File: config.mk
export PLATFORM = sky130hd
export DESIGN_NAME = block_table_heap_allocator_core
export DESIGN_NICKNAME = d
export VERILOG_FILES = /design/src/hdl/btha_pkg.sv /design/src/hdl/btha_table_ram.sv /design/src/hdl/btha_engine.sv /design/src/hdl/block_table_heap_allocator_core.sv
export SDC_FILE = /design/constraint.sdc
export NUM_CORES = 2
export LEC_CHECK = 0
export BUFFER_PORTS_ARGS = -buffer_cell sky130_fd_sc_hd__buf_2
export CORE_MARGIN = 2
export CORE_UTILIZATION = 25
export CTS_BUF_LIST = sky130_fd_sc_hd__clkbuf_16
export CTS_CLUSTER_DIAMETER = 30
export DETAILED_ROUTE_END_ITERATION = 10
export PLACE_DENSITY = 0.45
export SLEW_MARGIN = 20
export SYNTH_ARGS = -nofsm -noshare
export SYNTH_HDL_FRONTEND = slang
export SYNTH_HIERARCHICAL = 1
export SYNTH_SLANG_ARGS = --single-unit
File: constraint.sdc
create_clock -name clock -period 78 [get_ports clock]
set_input_delay 19.5 -clock clock [delete_from_list [all_inputs] [get_ports clock]]
set_output_delay 19.5 -clock clock [all_outputs]
set_load 0.01 [all_outputs]
File: src/hdl/btha_pkg.sv
// Shared types and constants for the block table heap allocator.
package btha_pkg;

   localparam int BLOCK_SIZE = 4096;
   localparam int NUM_BLOCKS = 1024;
   localparam int BLK_SHIFT  = $clog2(BLOCK_SIZE);
   localparam int IDX_W      = $clog2(NUM_BLOCKS);
   localparam int USE_W      = $clog2(NUM_BLOCKS + 1);
   localparam int ADDR_W     = 32;
   localparam int CNT_W      = 11;
   localparam int ENTRY_W    = 3;
   localparam int NEED_W     = ADDR_W - BLK_SHIFT + 1;

   localparam logic [ENTRY_W-1:0] MARK_TAKEN = 3'b001;
   localparam logic [ENTRY_W-1:0] MARK_FIRST = 3'b010;
   localparam logic [ENTRY_W-1:0] MARK_NEXT  = 3'b100;
   localparam logic [ENTRY_W-1:0] MARK_NONE  = 3'b000;

   localparam logic [CNT_W-1:0] BLOCK_COUNT_RESET = 11'd1024;

   typedef enum logic [1:0] {
      ST_OK      = 2'd0,
      ST_NOMEM   = 2'd1,
      ST_BADADDR = 2'd2
   } status_type;

   typedef enum logic {
      ACT_ALLOC = 1'b0,
      ACT_FREE  = 1'b1
   } action_type;

   typedef enum logic {
      REG_BASE  = 1'b0,
      REG_COUNT = 1'b1
   } reg_index_type;

   typedef struct packed {
      logic [ADDR_W-1:0] base_address;
      logic [CNT_W-1:0]  block_count;
   } cfg_type;

   typedef struct packed {
      action_type        action;
      logic [ADDR_W-1:0] size_bytes;
      logic [ADDR_W-1:0] free_address;
   } req_type;

   typedef struct packed {
      logic [ADDR_W-1:0] alloc_address;
      status_type        status;
   } res_type;

   typedef struct packed {
      logic               we;
      logic [IDX_W-1:0]   waddr;
      logic [ENTRY_W-1:0] wdata;
      logic [IDX_W-1:0]   raddr;
   } mem_req_type;

endpackage

File: src/hdl/btha_table_ram.sv
// Block table memory: one write port, one read port, registered read data.
module btha_table_ram (
   input  logic                           clock,
   input  btha_pkg::mem_req_type          mem_req,
   output logic [btha_pkg::ENTRY_W-1:0]   rdata
);

   logic [btha_pkg::ENTRY_W-1:0] mem [btha_pkg::NUM_BLOCKS];

   always_ff @(posedge clock) begin
      if (mem_req.we) begin
         mem[mem_req.waddr] <= mem_req.wdata;
      end
      rdata <= mem[mem_req.raddr];
   end

endmodule

File: src/hdl/btha_engine.sv
// Allocation sequencer: table clear, first-fit scan, run marking and free walk.
module btha_engine (
   input  logic                          clock,
   input  logic                          reset,
   input  btha_pkg::cfg_type             cfg,
   input  logic                          req_valid,
   output logic                          req_ready,
   input  btha_pkg::req_type             req,
   output logic                          res_valid,
   input  logic                          out_free,
   output btha_pkg::res_type             res,
   output btha_pkg::mem_req_type         mem_req,
   input  logic [btha_pkg::ENTRY_W-1:0]  mem_rdata
);

   typedef enum logic [5:0] {
      S_INIT = 6'b000001,
      S_IDLE = 6'b000010,
      S_SCAN = 6'b000100,
      S_MARK = 6'b001000,
      S_FREE = 6'b010000,
      S_RESP = 6'b100000
   } state_type;

   state_type                      state_ff, state_in;
   logic [btha_pkg::USE_W-1:0]     idx_ff, idx_in;
   logic                           pend_ff, pend_in;
   logic [btha_pkg::IDX_W-1:0]     pidx_ff, pidx_in;
   logic [btha_pkg::USE_W-1:0]     run_ff, run_in;
   logic [btha_pkg::IDX_W-1:0]     start_ff, start_in;
   logic [btha_pkg::USE_W-1:0]     need_ff, need_in;
   logic [btha_pkg::USE_W-1:0]     end_ff, end_in;
   btha_pkg::res_type              res_ff, res_in;

   logic [btha_pkg::USE_W-1:0]     in_use;
   logic [btha_pkg::NEED_W-1:0]    need_calc;
   logic [btha_pkg::ADDR_W-1:0]    offset;
   logic                           issue;
   logic [btha_pkg::IDX_W-1:0]     run_start;

   assign in_use = (32'(cfg.block_count) > 32'(btha_pkg::NUM_BLOCKS))
                   ? btha_pkg::USE_W'(btha_pkg::NUM_BLOCKS)
                   : btha_pkg::USE_W'(cfg.block_count);

   assign need_calc = btha_pkg::NEED_W'(req.size_bytes[btha_pkg::ADDR_W-1:btha_pkg::BLK_SHIFT])
                      + btha_pkg::NEED_W'(|req.size_bytes[btha_pkg::BLK_SHIFT-1:0]);
   assign offset    = req.free_address - cfg.base_address;
   assign issue     = (idx_ff < in_use);
   assign run_start = (run_ff == '0) ? pidx_ff : start_ff;

   assign req_ready = (state_ff == S_IDLE);
   assign res_valid = (state_ff == S_RESP);
   assign res       = res_ff;

   always_comb begin
      state_in = state_ff;
      idx_in   = idx_ff;
      pend_in  = 1'b0;
      pidx_in  = idx_ff[btha_pkg::IDX_W-1:0];
      run_in   = run_ff;
      start_in = start_ff;
      need_in  = need_ff;
      end_in   = end_ff;
      res_in   = res_ff;
      mem_req.we    = 1'b0;
      mem_req.waddr = idx_ff[btha_pkg::IDX_W-1:0];
      mem_req.wdata = btha_pkg::MARK_NONE;
      mem_req.raddr = idx_ff[btha_pkg::IDX_W-1:0];

      unique case (state_ff)
         S_INIT: begin
            mem_req.we = 1'b1;
            idx_in     = idx_ff + 1'b1;
            if (idx_ff == btha_pkg::USE_W'(btha_pkg::NUM_BLOCKS - 1)) begin
               state_in = S_IDLE;
            end
         end
         S_IDLE: begin
            idx_in = '0;
            run_in = '0;
            res_in.alloc_address = '0;
            res_in.status        = btha_pkg::ST_OK;
            if (req_valid) begin
               if (req.action == btha_pkg::ACT_ALLOC) begin
                  need_in = btha_pkg::USE_W'(need_calc);
                  if (req.size_bytes == '0 || 32'(need_calc) > 32'(in_use)) begin
                     res_in.status = btha_pkg::ST_NOMEM;
                     state_in      = S_RESP;
                  end else begin
                     state_in = S_SCAN;
                  end
               end else begin
                  idx_in = btha_pkg::USE_W'(
                     offset[btha_pkg::BLK_SHIFT+btha_pkg::IDX_W-1:btha_pkg::BLK_SHIFT]);
                  if (offset[btha_pkg::BLK_SHIFT-1:0] != '0 ||
                      32'(offset[btha_pkg::ADDR_W-1:btha_pkg::BLK_SHIFT]) >= 32'(in_use)) begin
                     res_in.status = btha_pkg::ST_BADADDR;
                     state_in      = S_RESP;
                  end else begin
                     state_in = S_FREE;
                  end
               end
            end
         end
         S_SCAN: begin
            pend_in = issue;
            if (issue) begin
               idx_in = idx_ff + 1'b1;
            end
            if (pend_ff) begin
               if ((mem_rdata & btha_pkg::MARK_TAKEN) != '0) begin
                  run_in = '0;
               end else begin
                  start_in = run_start;
                  run_in   = run_ff + 1'b1;
                  if (run_ff + 1'b1 == need_ff) begin
                     end_in   = btha_pkg::USE_W'(run_start) + need_ff;
                     idx_in   = btha_pkg::USE_W'(run_start);
                     pend_in  = 1'b0;
                     state_in = S_MARK;
                  end
               end
            end else if (!issue) begin
               res_in.status = btha_pkg::ST_NOMEM;
               state_in      = S_RESP;
            end
         end
         S_MARK: begin
            mem_req.we    = 1'b1;
            mem_req.wdata = btha_pkg::MARK_TAKEN
                            | ((idx_ff == btha_pkg::USE_W'(start_ff))
                               ? btha_pkg::MARK_FIRST : btha_pkg::MARK_NONE)
                            | ((idx_ff + 1'b1 != end_ff)
                               ? btha_pkg::MARK_NEXT : btha_pkg::MARK_NONE);
            idx_in = idx_ff + 1'b1;
            if (idx_ff + 1'b1 == end_ff) begin
               res_in.alloc_address = cfg.base_address
                  + (btha_pkg::ADDR_W'(start_ff) << btha_pkg::BLK_SHIFT);
               state_in = S_RESP;
            end
         end
         S_FREE: begin
            // entry i is cleared while entry i+1 is being read
            pend_in       = issue;
            mem_req.waddr = pidx_ff;
            if (issue) begin
               idx_in = idx_ff + 1'b1;
            end
            if (pend_ff) begin
               mem_req.we = 1'b1;
               if ((mem_rdata & btha_pkg::MARK_NEXT) == '0) begin
                  pend_in  = 1'b0;
                  state_in = S_RESP;
               end
            end else if (!issue) begin
               state_in = S_RESP;
            end
         end
         S_RESP: begin
            if (out_free) begin
               state_in = S_IDLE;
            end
         end
         default: begin
            state_in = S_IDLE;
         end
      endcase
   end

   always_ff @(posedge clock) begin
      if (reset) begin
         state_ff <= S_INIT;
         idx_ff   <= '0;
         pend_ff  <= 1'b0;
      end else begin
         state_ff <= state_in;
         idx_ff   <= idx_in;
         pend_ff  <= pend_in;
      end
      pidx_ff  <= pidx_in;
      run_ff   <= run_in;
      start_ff <= start_in;
      need_ff  <= need_in;
      end_ff   <= end_in;
      res_ff   <= res_in;
   end

endmodule

File: src/hdl/block_table_heap_allocator_core.sv
// Fixed-block first-fit heap allocator: register port, stream channels, output register.
//
// Request words enter on req_* (tuser = action: 0 allocate by size, 1 free by
// address); every request gives exactly one response word on rsp_*.
// The block table (1024 entries, 3 bits) sits in one synchronous RAM with
// one read and one write port; every step of the work is one RAM access.
// Allocate: the size is checked, the table is scanned entry by entry up to
// the first fitting run, then the blocks of the run are marked one by one,
// then the result is handed over. Rejected sizes go straight to the
// response. Free: the run is released block by block.
// One request is in work at a time; req_tready is high only while the
// sequencer is idle. A finished response waits in the output register, so a
// new request is taken while rsp_tready is low; the following response waits
// in the sequencer until the output register frees up.
// After reset the table is cleared one entry a cycle: req_tready stays low
// until all of it is clear. Registers may be written at any time through
// csr_* but must only change while no request is in work.
module block_table_heap_allocator_core (
   input  logic        clock,
   input  logic        reset,
   input  logic        req_tvalid,
   output logic        req_tready,
   input  logic [63:0] req_tdata,   // size_bytes[31:0], free_address[63:32]
   input  logic [0:0]  req_tuser,   // action[0]
   output logic        rsp_tvalid,
   input  logic        rsp_tready,
   output logic [39:0] rsp_tdata,   // alloc_address[31:0], status[33:32], zero[39:34]
   input  logic        csr_psel,
   input  logic        csr_penable,
   input  logic        csr_pwrite,
   input  logic [2:0]  csr_paddr,
   input  logic [31:0] csr_pwdata,
   output logic [31:0] csr_prdata,
   output logic        csr_pready
);

   btha_pkg::cfg_type                cfg_ff, cfg_in;
   btha_pkg::req_type                req;
   btha_pkg::res_type                res;
   btha_pkg::res_type                rsp_data_ff, rsp_data_in;
   logic                             rsp_valid_ff, rsp_valid_in;
   logic                             res_valid;
   logic                             out_free;
   logic                             csr_write;
   btha_pkg::mem_req_type            mem_req;
   logic [btha_pkg::ENTRY_W-1:0]     mem_rdata;

   assign csr_pready = 1'b1;
   assign csr_write  = csr_psel & csr_penable & csr_pwrite & csr_pready;

   always_comb begin
      cfg_in = cfg_ff;
      if (csr_write) begin
         unique case (btha_pkg::reg_index_type'(csr_paddr[2]))
            btha_pkg::REG_BASE:  cfg_in.base_address = csr_pwdata;
            btha_pkg::REG_COUNT: cfg_in.block_count  = csr_pwdata[btha_pkg::CNT_W-1:0];
            default:             cfg_in = cfg_ff;
         endcase
      end
   end

   always_comb begin
      unique case (btha_pkg::reg_index_type'(csr_paddr[2]))
         btha_pkg::REG_BASE:  csr_prdata = cfg_ff.base_address;
         btha_pkg::REG_COUNT: csr_prdata = 32'(cfg_ff.block_count);
         default:             csr_prdata = '0;
      endcase
   end

   assign req.action       = btha_pkg::action_type'(req_tuser[0]);
   assign req.size_bytes   = req_tdata[31:0];
   assign req.free_address = req_tdata[63:32];

   assign out_free = ~rsp_valid_ff | rsp_tready;

   always_comb begin
      rsp_valid_in = rsp_valid_ff & ~rsp_tready;
      rsp_data_in  = rsp_data_ff;
      if (res_valid && out_free) begin
         rsp_valid_in = 1'b1;
         rsp_data_in  = res;
      end
   end

   assign rsp_tvalid = rsp_valid_ff;
   assign rsp_tdata  = {6'd0, rsp_data_ff.status, rsp_data_ff.alloc_address};

   always_ff @(posedge clock) begin
      if (reset) begin
         cfg_ff.base_address <= '0;
         cfg_ff.block_count  <= btha_pkg::BLOCK_COUNT_RESET;
         rsp_valid_ff        <= 1'b0;
      end else begin
         cfg_ff       <= cfg_in;
         rsp_valid_ff <= rsp_valid_in;
      end
      rsp_data_ff <= rsp_data_in;
   end

   btha_engine u_engine (
      .clock     (clock),
      .reset     (reset),
      .cfg       (cfg_ff),
      .req_valid (req_tvalid),
      .req_ready (req_tready),
      .req       (req),
      .res_valid (res_valid),
      .out_free  (out_free),
      .res       (res),
      .mem_req   (mem_req),
      .mem_rdata (mem_rdata)
   );

   btha_table_ram u_table (
      .clock   (clock),
      .mem_req (mem_req),
      .rdata   (mem_rdata)
   );

endmodule

== Yosys cells after proc, flatten, opt, wreduce, memory -nomap -nowiden ==
Memories as Yosys holds them, arrays and structs flattened. A register that Yosys moved wholly into a read port is not among the register bits.
Index checks and enable logic that the tools add are counted.
Word-level totals
  register bits: 183
  memory bits (writable): 3072
  input bits: 107
  memories kept: 1
Memories
  u_table.mem: depth 1024, width 3, read ports 1, clocked after memory_dff 1, write ports 1, line btha_table_ram.sv:8  | logic [btha_pkg::ENTRY_W-1:0] mem [btha_pkg::NUM_BLOCKS];
Cells by class
  $add $sub $neg: 6
  magnitude comparators: 4
  eq/ne operators: 21
  mux-type cells: 51
  bitwise operators: 10
  reduce and logical (&&, ||, !) cells: 21
Operators with widths (count)
  32-bit one-hot mux with 2 select lines: 2
  11-bit two-way mux: 8
  6-bit two-way mux: 13
  11-bit one-hot mux with 4 select lines: 1
  6-bit one-hot mux with 6 select lines: 1
  32-bit by 22-bit adder with 32-bit output: 1
  32-bit logical NOT: 1
  32-bit two-way mux: 1
  32-bit subtractor: 1
  10-bit two-way mux: 3
  11-bit by 1-bit adder with 11-bit output, second input constant: 2
  11-bit equality test: 2
  11-bit one-hot mux with 2 select lines: 1
  20-bit by 1-bit adder with 21-bit output: 1
  21-bit by 11-bit greater-than comparator with 1-bit output: 1
  20-bit by 11-bit >= comparator with 1-bit output: 1
  2-bit two-way mux: 6
  12-bit nonzero test: 1
  12-bit OR reduction: 1
  10-bit by 11-bit adder with 11-bit output: 1
  11-bit by 10-bit equality test with 1-bit output: 1
  11-bit by 10-bit equality test with 1-bit output, second input constant: 1
  11-bit greater-than comparator, second input constant: 1
  11-bit logical NOT: 1
  29 further kinds: 60

== Depth between registers and ports, before layout ==
  depth in word-level cells: 8
  gate-level depth with buffers: 20
  depth with buffers taken out: 20

== Modules after synthesis ==
Netlist, hierarchy kept.
Modules (own cells, without submodules)
  btha_table_ram: instances 1, cells an instance 6544, area each 123702.4 um^2, seq. area each 92308.5 um^2
  btha_engine: instances 1, cells an instance 1126, area each 9510.4 um^2, seq. area each 2872.8 um^2
  block_table_heap_allocator_core: instances 1, cells an instance 261, area each 3270.6 um^2, seq. area each 1901.8 um^2

== Least setup slack after synthesis ==
No wires, ideal clock.
  path kind: flip-flop to flip-flop
  start point: reg u_engine/idx_ff[6] in the netlist's numbering
  end point: mem u_table/mem[0][1] in the netlist's numbering, data pin
  setup time: 10.589 ns
  arrival: 54.376 ns
  setup slack: 13.035 ns
  stages on the path, launching flop included: 5
  period minus slack after synthesis: 64.965 ns
  path through: dfxtp_1 > clkbuf_1 > xor2_1 > or4_1 > nor4_1
RTL lines
  start, declared: line btha_engine.sv:26  | logic [btha_pkg::USE_W-1:0] idx_ff, idx_in;
  start signal, assigned: line btha_engine.sv:177  | idx_ff <= idx_in;
  end, declared: line btha_table_ram.sv:8

== Worst setup path after layout ==
  start point: in csr_paddr[2]
  end point: out csr_prdata[1]
On the way
  cells in the longest elaborated chain, start to end: 2
RTL lines
  start, declared: line block_table_heap_allocator_core.sv:31  | input logic [2:0] csr_paddr,
  1-bit inverter (no line)
  32-bit one-hot mux with 2 select lines *: line block_table_heap_allocator_core.sv:63  | unique case (btha_pkg::reg_index_type'(csr_paddr[2]))
  end, declared: line block_table_heap_allocator_core.sv:33  | output logic [31:0] csr_prdata,
Every way passes the cells marked *; elsewhere a longest branch is shown, timed or not.

==> results.yml <==
run_status:
  outcome: "complete, no violations"
grt:
  overflow: 0
  grt_max_degree: 238
  grt_pass1_vias: 60920
  grtUsageTotal_pct: 15.01
  grt_pass1_wl_mm: 436.2
  antenna_found_initial: 31
cells_and_area:
  final_util_pct: 31.08
  finalNonFillerCells: 12230
  nFillCells: 38300
  areaGrowthSynthToFinish_pct: 23.68
  layout_commonest_cell: "edfxtp_1"
  multiInputGateArea_um2: 28060
  regArea_um2: 66340
  layout_common_cells: "edfxtp_1 (2159), nor2_1 (1163), clkbuf_16 (534)"
  drive_gt1_share_pct: 24.39
  final_nets: 6800
sta:
  final.setup.tns_ps: 0
  rsz0062_at_grt: "false"
  worstMarginPinSlew_ps: 1220
  fmax_ghz: 0.02486
  finalHoldViolCount: 0
  slew_violations: 0
  max-slew-margin-rel_pct: 18.26
  fin_skew_ps: 39.03
  min_period_ps: 40230
  finalSetupViolCount: 0
  finalCritPeriodShare_pct: 51.58
synthesis:
  avgSynthCellArea_um2: 15.51
  synthesis.area_um2: 97770
  synthCells: 6305
  yosys_warnings: 6
detailed_routing:
  wl_per_cell_um: 25.03
  met1_length_mm: 132.9
  drtAntennaViolNets: 0
  top_layer: "met5"
  drc: 0
  drt-initial-drc-count: 5429
  via_per_inst: 4.751
  met3_wirelength_mm: 19.72
  finalWirelength_mm: 306.2
  vias: 58120
  first_pass_iters: 6
  route.met2.wl_mm: 146.6
floorplanning:
  coreArea_um2: 389100
  die_y_um: 629.4
  io_pins: 182
  rows: 229
  die-area_um2: 396100
  die_x_um: 629.4
  initial_core_util_pct: 25.13
clock_network:
  clock_latency_ps: 980
  numCtsBuffers: 526
  post_cts_buffers: 0
  ctsHoldBuffers: 0
  cts_sinks: 2233
  cts_buffer_depth: 4
  clk_pin_slew_ps: 50
  clock-root-buffer: "clkbuf_16"
  ctsResizeCount: 0
  cts_tree: "yes"
  htreeDepth: 6
power_and_ir_drop:
  p_per_area_nw_per_um2: 30.56
  leakagePower_uw: 0.03351
  ir_drop_uv: 20.36
placement:
  place_hpwl_mm: 177.5
  place.gp.congestion: 0.7957
  placed_cells: 11270
  portBuffers: 172
critical_path:
  criticalPathCategory: "primary input to primary output"
  crit_required_ps: 58500
  start_kind: "primary input"
  worstPathArrival_ps: 20730
  r2r_setup_slack_ps: 70940
  ff2ff_path_depth: 12
  crit_path_end_kind: "primary output"
  r2r_start: "u_engine/idx_ff[0]"
  cp_max_fo: 34
  reg2reg_to: "u_table/rdata[0]"
worst_hold_path:
  hold_class: "flip-flop to flip-flop"
  holdPathStages: 0
  worstHoldStart: "u_engine/res[20]"
  hold_end: "rsp_tdata[18]"
run:
  max-cap-violations: 0
[worst max-delay path by stage]
stage | start | endpoint | slack [ps]
CTS | csr_paddr[2] | csr_prdata[1] | 37730
floorplan | csr_paddr[2] | csr_prdata[10] | 38340
detailed placement | csr_paddr[2] | csr_prdata[1] | 37730
global route | csr_paddr[2] | csr_prdata[1] | 37690
global placement | csr_paddr[2] | csr_prdata[0] | 37750
finish | csr_paddr[2] | csr_prdata[1] | 37770
[registers in the layout, summed over array words and instances (netlist names)]
name	flops
rsp_tdata	34
u_engine/pidx_ff	10
u_engine/run_ff	11
u_engine/res	34
cfg_ff	43
rsp_tvalid	1
u_table/mem	2048
u_engine/need_ff	11
u_engine/pend_ff	1
u_engine/start_ff	10
u_engine/end_ff	11
u_engine/state_ff	6
u_engine/idx_ff	11
u_table/rdata	2
[worst max-delay path, stage by stage]
cell and delay [ps]:
buf_2 620, mux2_2 440, buf_2 150
[layout make-up]
type	count	area share (%)
clock inverter	423	3.510
antenna	5	0.01035
multi-input combinational	3436	23.20
clock buffer	534	11.05
tap	5197	5.377
inverter	79	0.2535
sequential	2233	54.86
timing repair buffer	326	1.740
[report_power, final]
| group | internal (uW) | total (uW) | switching [uW] | leakage (uW) |
|---|---|---|---|---|
| combinational | 83.1 | 241 | 158 | 0.00908 |
| clock | 1440 | 2140 | 700 | 0.00876 |
| sequential | 1300 | 1310 | 8.70 | 0.0157 |
[routing by layer]
metal	up-vias	GRT usage [%]
li1	24980	-
met1	30560	20.34
met2	2120	24.70
met3	445	2.636
met4	4	4.061
met5	-	0
[stage by stage]
stage | instance area [um2] | total power (uW) | hold WS, ps | worst slack [ps]
floorplan | 97790 | 1525 | 365.1 | 38340
global route | 120900 | 3805 | 416.1 | 37690
detailed placement | 103300 | 1576 | 406.2 | 37730
finish | 120900 | 3696 | 410.1 | 37770
global placement | 103300 | 1575 | 405.2 | 37750
CTS | 120900 | 3733 | 409.6 | 37730
Note: power is estimated with default switching activity, not from simulation.
